<file path="src/sv/jahbe_pkg.sv">
// ---------------------------------------------------------------------------
// jahbe_pkg
// Types, constants and codes shared by the joystick event converter.
// ---------------------------------------------------------------------------
package jahbe_pkg;

  // Number of real axes and hats the storage is sized for.
  localparam int AXES    = 8;
  localparam int HATS    = 4;
  localparam int AXIS_IW = (AXES > 1) ? $clog2(AXES) : 1;
  localparam int HAT_IW  = (HATS > 1) ? $clog2(HATS) : 1;

  // Depth of the job queue between front and back.
  localparam int FIFO_DEPTH = 4;

  // Percent limit and calibration reset values.
  localparam int                 PCT_MAX                 = 100;
  localparam logic signed [15:0] CAL_LOW_RESET           = -16'sd32767;
  localparam logic signed [15:0] CAL_HIGH_RESET          = 16'sd32767;
  localparam logic [6:0]         DEFAULT_THRESHOLD_RESET = 7'd50;
  localparam logic [3:0]         AXIS_COUNT_RESET        = 4'd8;

  // Division by 100 as multiply by ceil(2^30 / 100), exact below 2^23.
  localparam logic [23:0] DIV100_MUL   = 24'd10737419;
  localparam int          DIV100_SHIFT = 30;

  // Configuration register indexes.
  localparam logic [1:0] CFG_OP_MODE           = 2'd0;
  localparam logic [1:0] CFG_DEFAULT_THRESHOLD = 2'd1;
  localparam logic [1:0] CFG_AXIS_COUNT        = 2'd2;

  // Request codes carried on the input tuser.
  typedef enum logic [2:0] {
    REQ_AXIS   = 3'd0,
    REQ_HAT    = 3'd1,
    REQ_BUTTON = 3'd2,
    REQ_CENTRE = 3'd3,
    REQ_THRESH = 3'd4
  } req_t;

  // Kind of work handed from front to back.
  typedef enum logic [1:0] {
    KIND_AXIS   = 2'd0,
    KIND_HAT    = 2'd1,
    KIND_BUTTON = 2'd2
  } kind_t;

  // One job: a snapshot of everything the back needs for one item.
  typedef struct packed {
    kind_t              kind;
    logic [7:0]         code;
    logic signed [15:0] val;
    logic signed [15:0] old;
    logic signed [15:0] lo;
    logic signed [15:0] hi;
    logic signed [15:0] cen;
    logic [6:0]         tn;
    logic [6:0]         tp;
    logic [3:0]         now;
    logic [3:0]         was;
  } job_t;

  // One output event.
  typedef struct packed {
    logic       is_axis;
    logic [7:0] code;
    logic       positive;
    logic       pressed;
  } event_t;

endpackage

</file>
<file path="src/sv/jahbe_front.sv">
// ---------------------------------------------------------------------------
// jahbe_front
// Accepts input words, applies configuration, keeps per-axis and per-hat
// state, and turns each item that can cause events into a queued job.
// ---------------------------------------------------------------------------
module jahbe_front (
  input  logic              clk,
  input  logic              rst,
  input  logic              s_tvalid,
  output logic              s_tready,
  // s_tdata fields from bit 0: item_index[7:0], axis_value[15:0], hat_bits[3:0],
  // button_down, threshold_side, threshold_percent[6:0], threshold_enable, zeros
  input  logic [39:0]       s_tdata,
  // s_tuser fields from bit 0: req_type[2:0]
  input  logic [2:0]        s_tuser,
  input  logic              cfg_we,
  input  logic [1:0]        cfg_index,
  input  logic [6:0]        cfg_data,
  output jahbe_pkg::job_t   job,
  output logic              job_push,
  input  logic              q_full
);

  // Configuration registers.
  logic       op_mode;
  logic [6:0] default_threshold;
  logic [3:0] axis_count;

  // Per-axis and per-hat state.
  logic signed [15:0] axis_last  [jahbe_pkg::AXES];
  logic signed [15:0] cal_low    [jahbe_pkg::AXES];
  logic signed [15:0] cal_high   [jahbe_pkg::AXES];
  logic signed [15:0] cal_centre [jahbe_pkg::AXES];
  logic               neg_en     [jahbe_pkg::AXES];
  logic [6:0]         neg_pct    [jahbe_pkg::AXES];
  logic               pos_en     [jahbe_pkg::AXES];
  logic [6:0]         pos_pct    [jahbe_pkg::AXES];
  logic [3:0]         hat_last   [jahbe_pkg::HATS];

  // Input word fields.
  jahbe_pkg::req_t    req;
  logic [7:0]         idx;
  logic signed [15:0] val;
  logic [3:0]         hat_bits;
  logic               button_down;
  logic               side;
  logic [6:0]         pct;
  logic               en;

  logic                           accept;
  logic                           axis_ok;
  logic                           hat_ok;
  logic [jahbe_pkg::AXIS_IW-1:0]  ai;
  logic [jahbe_pkg::HAT_IW-1:0]   hx;

  function automatic logic [6:0] sat_pct(input logic [6:0] p);
    sat_pct = (p > 7'(jahbe_pkg::PCT_MAX)) ? 7'(jahbe_pkg::PCT_MAX) : p;
  endfunction

  assign req         = jahbe_pkg::req_t'(s_tuser);
  assign idx         = s_tdata[7:0];
  assign val         = s_tdata[23:8];
  assign hat_bits    = s_tdata[27:24];
  assign button_down = s_tdata[28];
  assign side        = s_tdata[29];
  assign pct         = s_tdata[36:30];
  assign en          = s_tdata[37];

  assign s_tready = !q_full;
  assign accept   = s_tvalid && s_tready;

  // Range checks and array indexes.
  assign axis_ok = ({4'd0, axis_count} > idx) && (idx < 8'(jahbe_pkg::AXES));
  assign hat_ok  = idx < 8'(jahbe_pkg::HATS);
  assign ai      = idx[jahbe_pkg::AXIS_IW-1:0];
  assign hx      = idx[jahbe_pkg::HAT_IW-1:0];

  // Build the job from the state as it stands before this item.
  always_comb begin
    job      = '0;
    job.kind = jahbe_pkg::KIND_BUTTON;
    job.code = idx;
    job.val  = val;
    job.old  = axis_last[ai];
    job.lo   = cal_low[ai];
    job.hi   = cal_high[ai];
    job.cen  = cal_centre[ai];
    job.tn   = sat_pct(default_threshold);
    job.tp   = sat_pct(default_threshold);
    job.now  = {3'd0, button_down};
    job.was  = '0;
    job_push = 1'b0;
    case (req)
      jahbe_pkg::REQ_AXIS: begin
        job.kind = jahbe_pkg::KIND_AXIS;
        if (!op_mode && neg_en[ai]) begin
          job.tn = sat_pct(neg_pct[ai]);
        end
        if (!op_mode && pos_en[ai]) begin
          job.tp = sat_pct(pos_pct[ai]);
        end
        job_push = accept && axis_ok;
      end
      jahbe_pkg::REQ_HAT: begin
        job.kind = jahbe_pkg::KIND_HAT;
        job.code = 8'({4'd0, axis_count} + {idx[6:0], 1'b0});
        job.now  = hat_bits;
        job.was  = hat_last[hx];
        job_push = accept && hat_ok;
      end
      jahbe_pkg::REQ_BUTTON: begin
        job_push = accept;
      end
      default: begin
        job_push = 1'b0;
      end
    endcase
  end

  // Configuration writes and state updates on each accepted word.
  always_ff @(posedge clk) begin
    if (rst) begin
      op_mode           <= 1'b0;
      default_threshold <= jahbe_pkg::DEFAULT_THRESHOLD_RESET;
      axis_count        <= jahbe_pkg::AXIS_COUNT_RESET;
      for (int i = 0; i < jahbe_pkg::AXES; i++) begin
        axis_last[i]  <= '0;
        cal_low[i]    <= jahbe_pkg::CAL_LOW_RESET;
        cal_high[i]   <= jahbe_pkg::CAL_HIGH_RESET;
        cal_centre[i] <= '0;
        neg_en[i]     <= 1'b0;
        neg_pct[i]    <= '0;
        pos_en[i]     <= 1'b0;
        pos_pct[i]    <= '0;
      end
      for (int h = 0; h < jahbe_pkg::HATS; h++) begin
        hat_last[h] <= '0;
      end
    end else begin
      if (cfg_we) begin
        unique case (cfg_index)
          jahbe_pkg::CFG_OP_MODE:           op_mode           <= cfg_data[0];
          jahbe_pkg::CFG_DEFAULT_THRESHOLD: default_threshold <= cfg_data;
          jahbe_pkg::CFG_AXIS_COUNT:        axis_count        <= cfg_data[3:0];
          default: ;
        endcase
      end
      if (accept) begin
        unique case (req)
          jahbe_pkg::REQ_AXIS: begin
            if (axis_ok) begin
              axis_last[ai] <= val;
              // Calibrate mode widens the recorded extremes.
              if (op_mode) begin
                if (val < cal_low[ai]) begin
                  cal_low[ai] <= val;
                end
                if (val > cal_high[ai]) begin
                  cal_high[ai] <= val;
                end
              end
            end
          end
          jahbe_pkg::REQ_HAT: begin
            if (hat_ok) begin
              hat_last[hx] <= hat_bits;
            end
          end
          jahbe_pkg::REQ_CENTRE: begin
            if (axis_ok) begin
              cal_centre[ai] <= val;
            end
          end
          jahbe_pkg::REQ_THRESH: begin
            if (axis_ok) begin
              if (side) begin
                pos_en[ai]  <= en;
                pos_pct[ai] <= pct;
              end else begin
                neg_en[ai]  <= en;
                neg_pct[ai] <= pct;
              end
            end
          end
          default: ;
        endcase
      end
    end
  end

endmodule

</file>
<file path="src/sv/jahbe_fifo.sv">
// ---------------------------------------------------------------------------
// jahbe_fifo
// Short job queue that lets the front and the back stall independently.
// ---------------------------------------------------------------------------
module jahbe_fifo (
  input  logic            clk,
  input  logic            rst,
  input  logic            push,
  input  jahbe_pkg::job_t job_in,
  output logic            full,
  input  logic            pop,
  output jahbe_pkg::job_t job_out,
  output logic            valid
);

  localparam int PW = (jahbe_pkg::FIFO_DEPTH > 1) ? $clog2(jahbe_pkg::FIFO_DEPTH) : 1;
  localparam int CW = $clog2(jahbe_pkg::FIFO_DEPTH + 1);

  jahbe_pkg::job_t entries [jahbe_pkg::FIFO_DEPTH];
  logic [PW-1:0]   wr_ptr;
  logic [PW-1:0]   rd_ptr;
  logic [CW-1:0]   count;

  assign full    = (count == CW'(jahbe_pkg::FIFO_DEPTH));
  assign valid   = (count != '0);
  assign job_out = entries[rd_ptr];

  // Pointer wrap for any depth.
  function automatic logic [PW-1:0] next_ptr(input logic [PW-1:0] p);
    next_ptr = (p == PW'(jahbe_pkg::FIFO_DEPTH - 1)) ? '0 : PW'(p + 1'b1);
  endfunction

  // Queue storage.
  always_ff @(posedge clk) begin
    if (push) begin
      entries[wr_ptr] <= job_in;
    end
  end

  // Pointers and fill count.
  always_ff @(posedge clk) begin
    if (rst) begin
      wr_ptr <= '0;
      rd_ptr <= '0;
      count  <= '0;
    end else begin
      if (push) begin
        wr_ptr <= next_ptr(wr_ptr);
      end
      if (pop) begin
        rd_ptr <= next_ptr(rd_ptr);
      end
      if (push && !pop) begin
        count <= CW'(count + 1'b1);
      end else if (pop && !push) begin
        count <= CW'(count - 1'b1);
      end
    end
  end

endmodule

</file>
<file path="src/sv/jahbe_back.sv">
// ---------------------------------------------------------------------------
// jahbe_back
// Threshold arithmetic pipeline and event serializer. Takes one job per cycle
// unless stalled, computes crossings and hat edges, and sends events one per word.
// ---------------------------------------------------------------------------
module jahbe_back (
  input  logic            clk,
  input  logic            rst,
  input  jahbe_pkg::job_t q_job,
  input  logic            q_valid,
  output logic            q_pop,
  output logic            m_tvalid,
  input  logic            m_tready,
  // m_tdata fields from bit 0: event_code[7:0], event_positive, event_pressed, zeros
  output logic [15:0]     m_tdata,
  // m_tuser fields from bit 0: event_is_axis
  output logic            m_tuser,
  output logic            m_tlast
);

  // Fields carried down the pipeline.
  typedef struct packed {
    jahbe_pkg::kind_t   kind;
    logic [7:0]         code;
    logic signed [15:0] val;
    logic signed [15:0] old;
    logic signed [15:0] cen;
    logic [3:0]         now;
    logic [3:0]         was;
  } carry_t;

  carry_t             p1;
  logic               p1_valid;
  logic signed [23:0] p1_mn;
  logic signed [23:0] p1_mp;
  carry_t             p2;
  logic               p2_valid;
  logic signed [16:0] p2_qn;
  logic signed [16:0] p2_qp;

  logic signed [16:0] dn;
  logic signed [16:0] dp;
  logic signed [17:0] cen18;
  logic signed [17:0] val18;
  logic signed [17:0] old18;
  logic signed [17:0] thn;
  logic signed [17:0] thp;

  jahbe_pkg::event_t  bundle     [4];
  logic [3:0]         bundle_mask;
  jahbe_pkg::event_t  ser_slot   [4];
  logic [3:0]         ser_mask;
  logic [3:0]         pop_mask;
  jahbe_pkg::event_t  cur;
  logic               ser_ready;
  logic               p2_go;
  logic               en2;
  logic               en1;

  // Truncating division by 100 through a reciprocal multiply.
  function automatic logic signed [16:0] div100(input logic signed [23:0] m);
    logic [22:0] mag;
    logic [46:0] prod;
    logic [15:0] quo;
    mag  = m[23] ? 23'(-m) : m[22:0];
    prod = {24'd0, mag} * {23'd0, jahbe_pkg::DIV100_MUL};
    quo  = prod[jahbe_pkg::DIV100_SHIFT +: 16];
    div100 = m[23] ? -$signed({1'b0, quo}) : $signed({1'b0, quo});
  endfunction

  // Handshake between stages.
  assign ser_ready = (ser_mask == '0) || (m_tready && (pop_mask == '0));
  assign p2_go     = p2_valid && (ser_ready || (bundle_mask == '0));
  assign en2       = !p2_valid || p2_go;
  assign en1       = !p1_valid || en2;
  assign q_pop     = q_valid && en1;

  // Stage 1: span from centre times percent.
  assign dn = {q_job.lo[15], q_job.lo} - {q_job.cen[15], q_job.cen};
  assign dp = {q_job.hi[15], q_job.hi} - {q_job.cen[15], q_job.cen};

  always_ff @(posedge clk) begin
    if (rst) begin
      p1_valid <= 1'b0;
    end else if (en1) begin
      p1_valid <= q_valid;
    end
  end

  always_ff @(posedge clk) begin
    if (en1) begin
      p1.kind <= q_job.kind;
      p1.code <= q_job.code;
      p1.val  <= q_job.val;
      p1.old  <= q_job.old;
      p1.cen  <= q_job.cen;
      p1.now  <= q_job.now;
      p1.was  <= q_job.was;
      p1_mn   <= $signed({{7{dn[16]}}, dn}) * $signed({17'd0, q_job.tn});
      p1_mp   <= $signed({{7{dp[16]}}, dp}) * $signed({17'd0, q_job.tp});
    end
  end

  // Stage 2: divide by 100.
  always_ff @(posedge clk) begin
    if (rst) begin
      p2_valid <= 1'b0;
    end else if (en2) begin
      p2_valid <= p1_valid;
    end
  end

  always_ff @(posedge clk) begin
    if (en2) begin
      p2    <= p1;
      p2_qn <= div100(p1_mn);
      p2_qp <= div100(p1_mp);
    end
  end

  // Thresholds, each kept at least one step beyond the centre.
  always_comb begin
    cen18 = {{2{p2.cen[15]}}, p2.cen};
    val18 = {{2{p2.val[15]}}, p2.val};
    old18 = {{2{p2.old[15]}}, p2.old};
    thn   = {p2_qn[16], p2_qn} + cen18;
    thp   = {p2_qp[16], p2_qp} + cen18;
    if (thn >= cen18) begin
      thn = cen18 - 18'sd1;
    end
    if (thp <= cen18) begin
      thp = cen18 + 18'sd1;
    end
  end

  // Candidate events in output order, with a mask of those that fire.
  always_comb begin
    for (int k = 0; k < 4; k++) begin
      bundle[k] = '0;
    end
    bundle_mask = '0;
    case (p2.kind)
      jahbe_pkg::KIND_AXIS: begin
        bundle[0]      = '{1'b1, p2.code, 1'b0, (val18 <= thn)};
        bundle_mask[0] = (val18 <= thn) != (old18 <= thn);
        bundle[1]      = '{1'b1, p2.code, 1'b1, (val18 >= thp)};
        bundle_mask[1] = (val18 >= thp) != (old18 >= thp);
      end
      jahbe_pkg::KIND_HAT: begin
        // Up, down, left, right.
        bundle[0]      = '{1'b1, p2.code, 1'b1, p2.now[0]};
        bundle_mask[0] = p2.now[0] != p2.was[0];
        bundle[1]      = '{1'b1, p2.code, 1'b0, p2.now[2]};
        bundle_mask[1] = p2.now[2] != p2.was[2];
        bundle[2]      = '{1'b1, 8'(p2.code + 1'b1), 1'b0, p2.now[3]};
        bundle_mask[2] = p2.now[3] != p2.was[3];
        bundle[3]      = '{1'b1, 8'(p2.code + 1'b1), 1'b1, p2.now[1]};
        bundle_mask[3] = p2.now[1] != p2.was[1];
      end
      jahbe_pkg::KIND_BUTTON: begin
        bundle[0]      = '{1'b0, p2.code, 1'b0, p2.now[0]};
        bundle_mask[0] = 1'b1;
      end
      default: begin
        bundle_mask = '0;
      end
    endcase
  end

  // Serializer: the lowest pending slot goes out first.
  assign pop_mask = ser_mask & (ser_mask - 4'd1);

  always_comb begin
    cur = ser_slot[3];
    for (int k = 3; k >= 0; k--) begin
      if (ser_mask[k]) begin
        cur = ser_slot[k];
      end
    end
  end

  // A new bundle only loads once the last pending event is leaving.
  always_ff @(posedge clk) begin
    if (rst) begin
      ser_mask <= '0;
    end else if (p2_go && (bundle_mask != '0)) begin
      ser_mask <= bundle_mask;
    end else if (m_tvalid && m_tready) begin
      ser_mask <= pop_mask;
    end
  end

  always_ff @(posedge clk) begin
    if (p2_go && (bundle_mask != '0)) begin
      for (int k = 0; k < 4; k++) begin
        ser_slot[k] <= bundle[k];
      end
    end
  end

  // Output word.
  assign m_tvalid = (ser_mask != '0);
  assign m_tlast  = (pop_mask == '0);
  assign m_tuser  = cur.is_axis;
  assign m_tdata  = {6'd0, cur.pressed, cur.positive, cur.code};

endmodule

</file>
<file path="src/sv/joystick_axis_hat_to_button_events.sv">
// ---------------------------------------------------------------------------
// joystick_axis_hat_to_button_events
// Converts joystick axis, hat and button samples into press/release events.
// ---------------------------------------------------------------------------
//
// Channel   Direction  Handshake           Contents
// s_*       in         s_tvalid/s_tready   one sample or control request
// m_*       out        m_tvalid/m_tready   one press/release event, tlast ends item
// cfg_*     in         cfg_we              op_mode, default_threshold, axis_count
//
// A word is accepted every cycle while the four-entry job queue has room.
// An accepted item passes through the job queue, the span and divide stages
// and the event serializer, which sends one event per cycle while m_tready
// is high; a hat item gives up to four events, and an item may give none.
// Reset clears all axis, hat and override state.
// Output stalls fill the queue and then drop s_tready; input gaps never stall
// the output.
// ---------------------------------------------------------------------------
module joystick_axis_hat_to_button_events (
  input  logic        clk,
  input  logic        rst,
  input  logic        s_tvalid,
  output logic        s_tready,
  // s_tdata fields from bit 0: item_index[7:0], axis_value[15:0], hat_bits[3:0],
  // button_down, threshold_side, threshold_percent[6:0], threshold_enable, zeros
  input  logic [39:0] s_tdata,
  // s_tuser fields from bit 0: req_type[2:0]
  input  logic [2:0]  s_tuser,
  output logic        m_tvalid,
  input  logic        m_tready,
  // m_tdata fields from bit 0: event_code[7:0], event_positive, event_pressed, zeros
  output logic [15:0] m_tdata,
  // m_tuser fields from bit 0: event_is_axis
  output logic        m_tuser,
  output logic        m_tlast,
  input  logic        cfg_we,
  input  logic [1:0]  cfg_index,
  input  logic [6:0]  cfg_data
);

  jahbe_pkg::job_t front_job;
  jahbe_pkg::job_t head_job;
  logic            job_push;
  logic            q_full;
  logic            q_valid;
  logic            q_pop;

  // Front: accept, configure, keep state, issue jobs.
  jahbe_front u_front (
    .clk       (clk),
    .rst       (rst),
    .s_tvalid  (s_tvalid),
    .s_tready  (s_tready),
    .s_tdata   (s_tdata),
    .s_tuser   (s_tuser),
    .cfg_we    (cfg_we),
    .cfg_index (cfg_index),
    .cfg_data  (cfg_data),
    .job       (front_job),
    .job_push  (job_push),
    .q_full    (q_full)
  );

  // Job queue.
  jahbe_fifo u_fifo (
    .clk     (clk),
    .rst     (rst),
    .push    (job_push),
    .job_in  (front_job),
    .full    (q_full),
    .pop     (q_pop),
    .job_out (head_job),
    .valid   (q_valid)
  );

  // Back: thresholds, edges and event output.
  jahbe_back u_back (
    .clk      (clk),
    .rst      (rst),
    .q_job    (head_job),
    .q_valid  (q_valid),
    .q_pop    (q_pop),
    .m_tvalid (m_tvalid),
    .m_tready (m_tready),
    .m_tdata  (m_tdata),
    .m_tuser  (m_tuser),
    .m_tlast  (m_tlast)
  );

endmodule

</file>
<file path="config.mk">
export PLATFORM = sky130hd
export DESIGN_NAME = joystick_axis_hat_to_button_events
export DESIGN_NICKNAME = d
export VERILOG_FILES = /design/src/sv/jahbe_pkg.sv /design/src/sv/jahbe_front.sv /design/src/sv/jahbe_fifo.sv /design/src/sv/jahbe_back.sv /design/src/sv/joystick_axis_hat_to_button_events.sv
export SDC_FILE = /design/constraint.sdc
export NUM_CORES = 2
export LEC_CHECK = 0
export BUFFER_PORTS_ARGS = -buffer_cell sky130_fd_sc_hd__buf_2
export CORE_MARGIN = 2
export CORE_UTILIZATION = 45
export DETAILED_ROUTE_END_ITERATION = 7
export MAX_ROUTING_LAYER = met4
export PLACE_DENSITY = 0.65
export SLEW_MARGIN = 25
export SYNTH_ARGS = -nofsm -noshare
export SYNTH_HDL_FRONTEND = slang
export SYNTH_SLANG_ARGS = --single-unit
</file>
<file path="constraint.sdc">
create_clock -name clk -period 12 [get_ports clk]
set_clock_uncertainty 0.1 [all_clocks]
set_input_delay 2.4 -clock clk [delete_from_list [all_inputs] [get_ports clk]]
set_output_delay 2.4 -clock clk [all_outputs]
set_load 0.02 [all_outputs]
</file>
==> out/results.tsv <==
metric	value	unit
cell repeated most along the worst path	a21oi_1	
top_reg_cell synth	edfxtp_1	
P&R area growth vs syn	9.308	%
GRT Resource Usage Total	22.60	%
crit path DAT	11.34	ns
DRT antenna net count	0	
Filler cells	17149	
crit path max-delay cell type	edfxtp_1	
mean post-synth cell area	12.29	sq um
# IOs	77	
status	finished clean	
Rel. slew slack	29.06	%
hold path cells	0	
starting density of the core	45.15	%
crit start category	flip-flop	
Final Hold Fails	0	
Routed WL	221.9	mm
Avg WL per Cell	21.82	microns
Synth Instances	7319	
Initial DRC Count	4041	
Die Wd	451.1	microns
Worst Reg-to-Reg Cells	41	
Synth cell types	115	
Hold Crit Endpoint	u_back.cen18[14]	
TritonCTS clock tree	yes	
first-pass GRT wire length	342.7	mm
setup bufs post-CTS	0	
fin crit share	89.46	%
worst min-delay path startpoint	u_back.p1[22]	
critical path's largest stage delay	0.65	ns
final setup TNS	0	ns
initial antenna violation count	2	
min Tclk post-route	10.74	ns
# rows	164	
#FFs+latches synth	1378	
slew at the pin closest to its max-slew limit	1.056	ns
synth warn	0	
routed vias	55876	
r2r setup slk	1.26	ns
clk slew on worst S/H paths	0.06	ns
GRT overflow	0	
RePlAce Congestion	0.9211	
vias in the first global route	57359	
Final Max Slew Viols	0	
Die Y-Extent	451.1	microns
setup violators final	0	
pin count of the biggest net entering global routing	70	
Hold Buf Count CTS	0	
clock root cell	clkbuf_16	
Buffers on Ports	68	
H-tree depth	4	
total CTS buffers	141	
worst skew pair latency	0.78	ns
synthesized area	89950	sq um
First-pass DRT Iterations	6	
# DRC	0	
Post-synth EDFFs	1351	
reg2reg end	u_fifo.count[2]	
sequential share of the synthesized area	45.70	%
fraction of layout cells with a size suffix above 1	10.62	%
Die ar.	203500	sq um
Nets	8825	
Max clock buf depth	3	
CP required	12.61	ns
RR Startpoint	u_back.cen18[0]	
via-per-instance ratio	5.493	
max cap viols	0	
PostCTS Resize Cnt	0	
RSZ-0062 raised after global routing	no	
dpl hpwl	160.3	mm
Core Area	199200	sq um
TritonCTS Sinks	1378	
crit end category	flip-flop	
Post-synth ARST share	0	%
critical path type	flip-flop to flip-flop	
Hold WC Path Type	flip-flop to flip-flop	
CP Max Fanout	23	
maximum clock rate	93.15	MHz
## cells in the mapped netlist, types with 167 or more instances
master	instances	area, sq um
edfxtp_1	1351	40570
inv_1	1037	3892
ha_1	785	9822
fa_1	580	11610
and2_1	506	3166
nor2_1	401	1505
a22oi_1	267	2004
nand2_1	220	825.8
clkbuf_1	209	784.5
o21ai_0	204	1021
xnor2_1	180	1577
a21oi_1	167	835.8
## flip-flops by register name, summed over array words and instances, names as in the netlist, 3 cells and up, named ones only
signal                     flops
u_back.p1_mn                  24
u_front.neg_en                 8
u_back.p1_mp                  24
u_fifo.entries               448
u_front.axis_last            128
u_front.pos_pct               56
u_back.old18                  16
u_fifo.count                   3
u_back.p2                     34
u_front.cal_centre           128
u_front.hat_last              16
u_back.ser_slot               33
u_front.axis_count             4
u_front.pos_en                 8
u_back.p2_qn                  17
u_front.cal_low              128
u_front.neg_pct               56
u_back.ser_mask                4
u_front.cal_high             128
u_front.default_threshold      7
u_back.p1                     66
u_back.p2_qp                  17
u_back.cen18                  16
## how the worst max path moves through the flow
stage                            endpoint       startpoint  cells past startpoint  slack (ns)
final                     u_fifo.count[2]  u_back.cen18[0]                     41        1.26
after detailed placement  u_fifo.count[2]  u_back.cen18[0]                     41        1.36
after floorplan              u_back.p1[0]  u_back.cen18[0]                     32        1.49
after CTS                 u_fifo.count[2]  u_back.cen18[0]                     41        1.24
after global placement    u_fifo.count[2]  u_back.cen18[0]                     41        1.47
after global routing      u_fifo.count[2]  u_back.cen18[0]                     41        0.33
## cell usage in the layout, fill, tap and decap left out, types with 25 or more instances in the layout
| cell type | n |
|---|---|
| a211oi_1 | 25 |
| a21o_1 | 54 |
| a21oi_1 | 167 |
| a22oi_1 | 267 |
| and2_1 | 501 |
| and3_1 | 37 |
| and4_1 | 42 |
| buf_2 | 68 |
| buf_4 | 147 |
| clkbuf_1 | 37 |
| clkbuf_16 | 143 |
| dfxtp_1 | 25 |
| edfxtp_1 | 1351 |
| fa_1 | 580 |
| ha_1 | 785 |
| inv_1 | 1035 |
| mux2i_1 | 59 |
| mux4_2 | 127 |
| nand2_1 | 219 |
| nand2b_1 | 53 |
| nand3_1 | 77 |
| nand4_1 | 72 |
| nor2_1 | 387 |
| nor2b_1 | 39 |
| nor3_1 | 113 |
| o21a_1 | 32 |
| o21ai_0 | 168 |
| o21ai_1 | 46 |
| o31ai_1 | 25 |
| or2_2 | 146 |
| or3_1 | 28 |
| xnor2_1 | 178 |
| xor2_1 | 48 |
## cell type report
cell class                      count  area (sq um)  area share (%)
Clock inverter                     75         794.5          0.8081
Tap cell                         2656          3323           3.380
Clock buffer                      181          3731           3.795
Antenna cell                        1         2.502        0.002545
Timing Repair Buffer              217          1484           1.509
Sequential cell                  1378         41120           41.82
Inverter                         1040          3906           3.973
Multi-Input combinational cell   4625         43960           44.71
## per-stage QoR
step	util [%]	hold WS (ns)	cell area [sq um]	setup slack (ns)	instances
floorplan	-	0.3003	89970	1.492	7324
CTS	49.33	0.3162	98280	1.239	10172
detailed placement	47.05	0.3045	93750	1.357	9916
finish	49.35	0.3154	98320	1.265	10173
global route	49.35	0.3200	98320	0.3322	10173
global placement	47.04	0.3007	93720	1.468	9916
## cell families after synthesis
kind of cell	share of synthesized area [%]
and+or+nand+nor	10.92
DFF	45.70
adders and majority gates	23.86
buffers and inverters	5.583
AOI/OAI and AO/OA	7.573
xor gates and xnor gates	2.302
muxes	4.052
other	0.004169
## per-layer routing
metal	GRT usage [%]	up-vias	wire length [microns]
met4	6.736	0	6598
met5	-	-	0
li1	-	25856	-
met3	2.794	352	11990
met2	36.85	1598	108600
met1	29.66	28070	94740
## worst max-delay path: cells and delay by family (launching register included)
kind,cells,cell delay [ns]
fa+ha+maj,6,1.94
simple gates,13,3.37
buf+inv,2,0.16
mux,1,0.16
flops,1,0.65
xor+xnor,2,0.37
compound gates,17,3.89
Power is left out: the tool's default activity adds up to more than one toggle a clock period on the data nets, which glitch-free logic cannot reach.
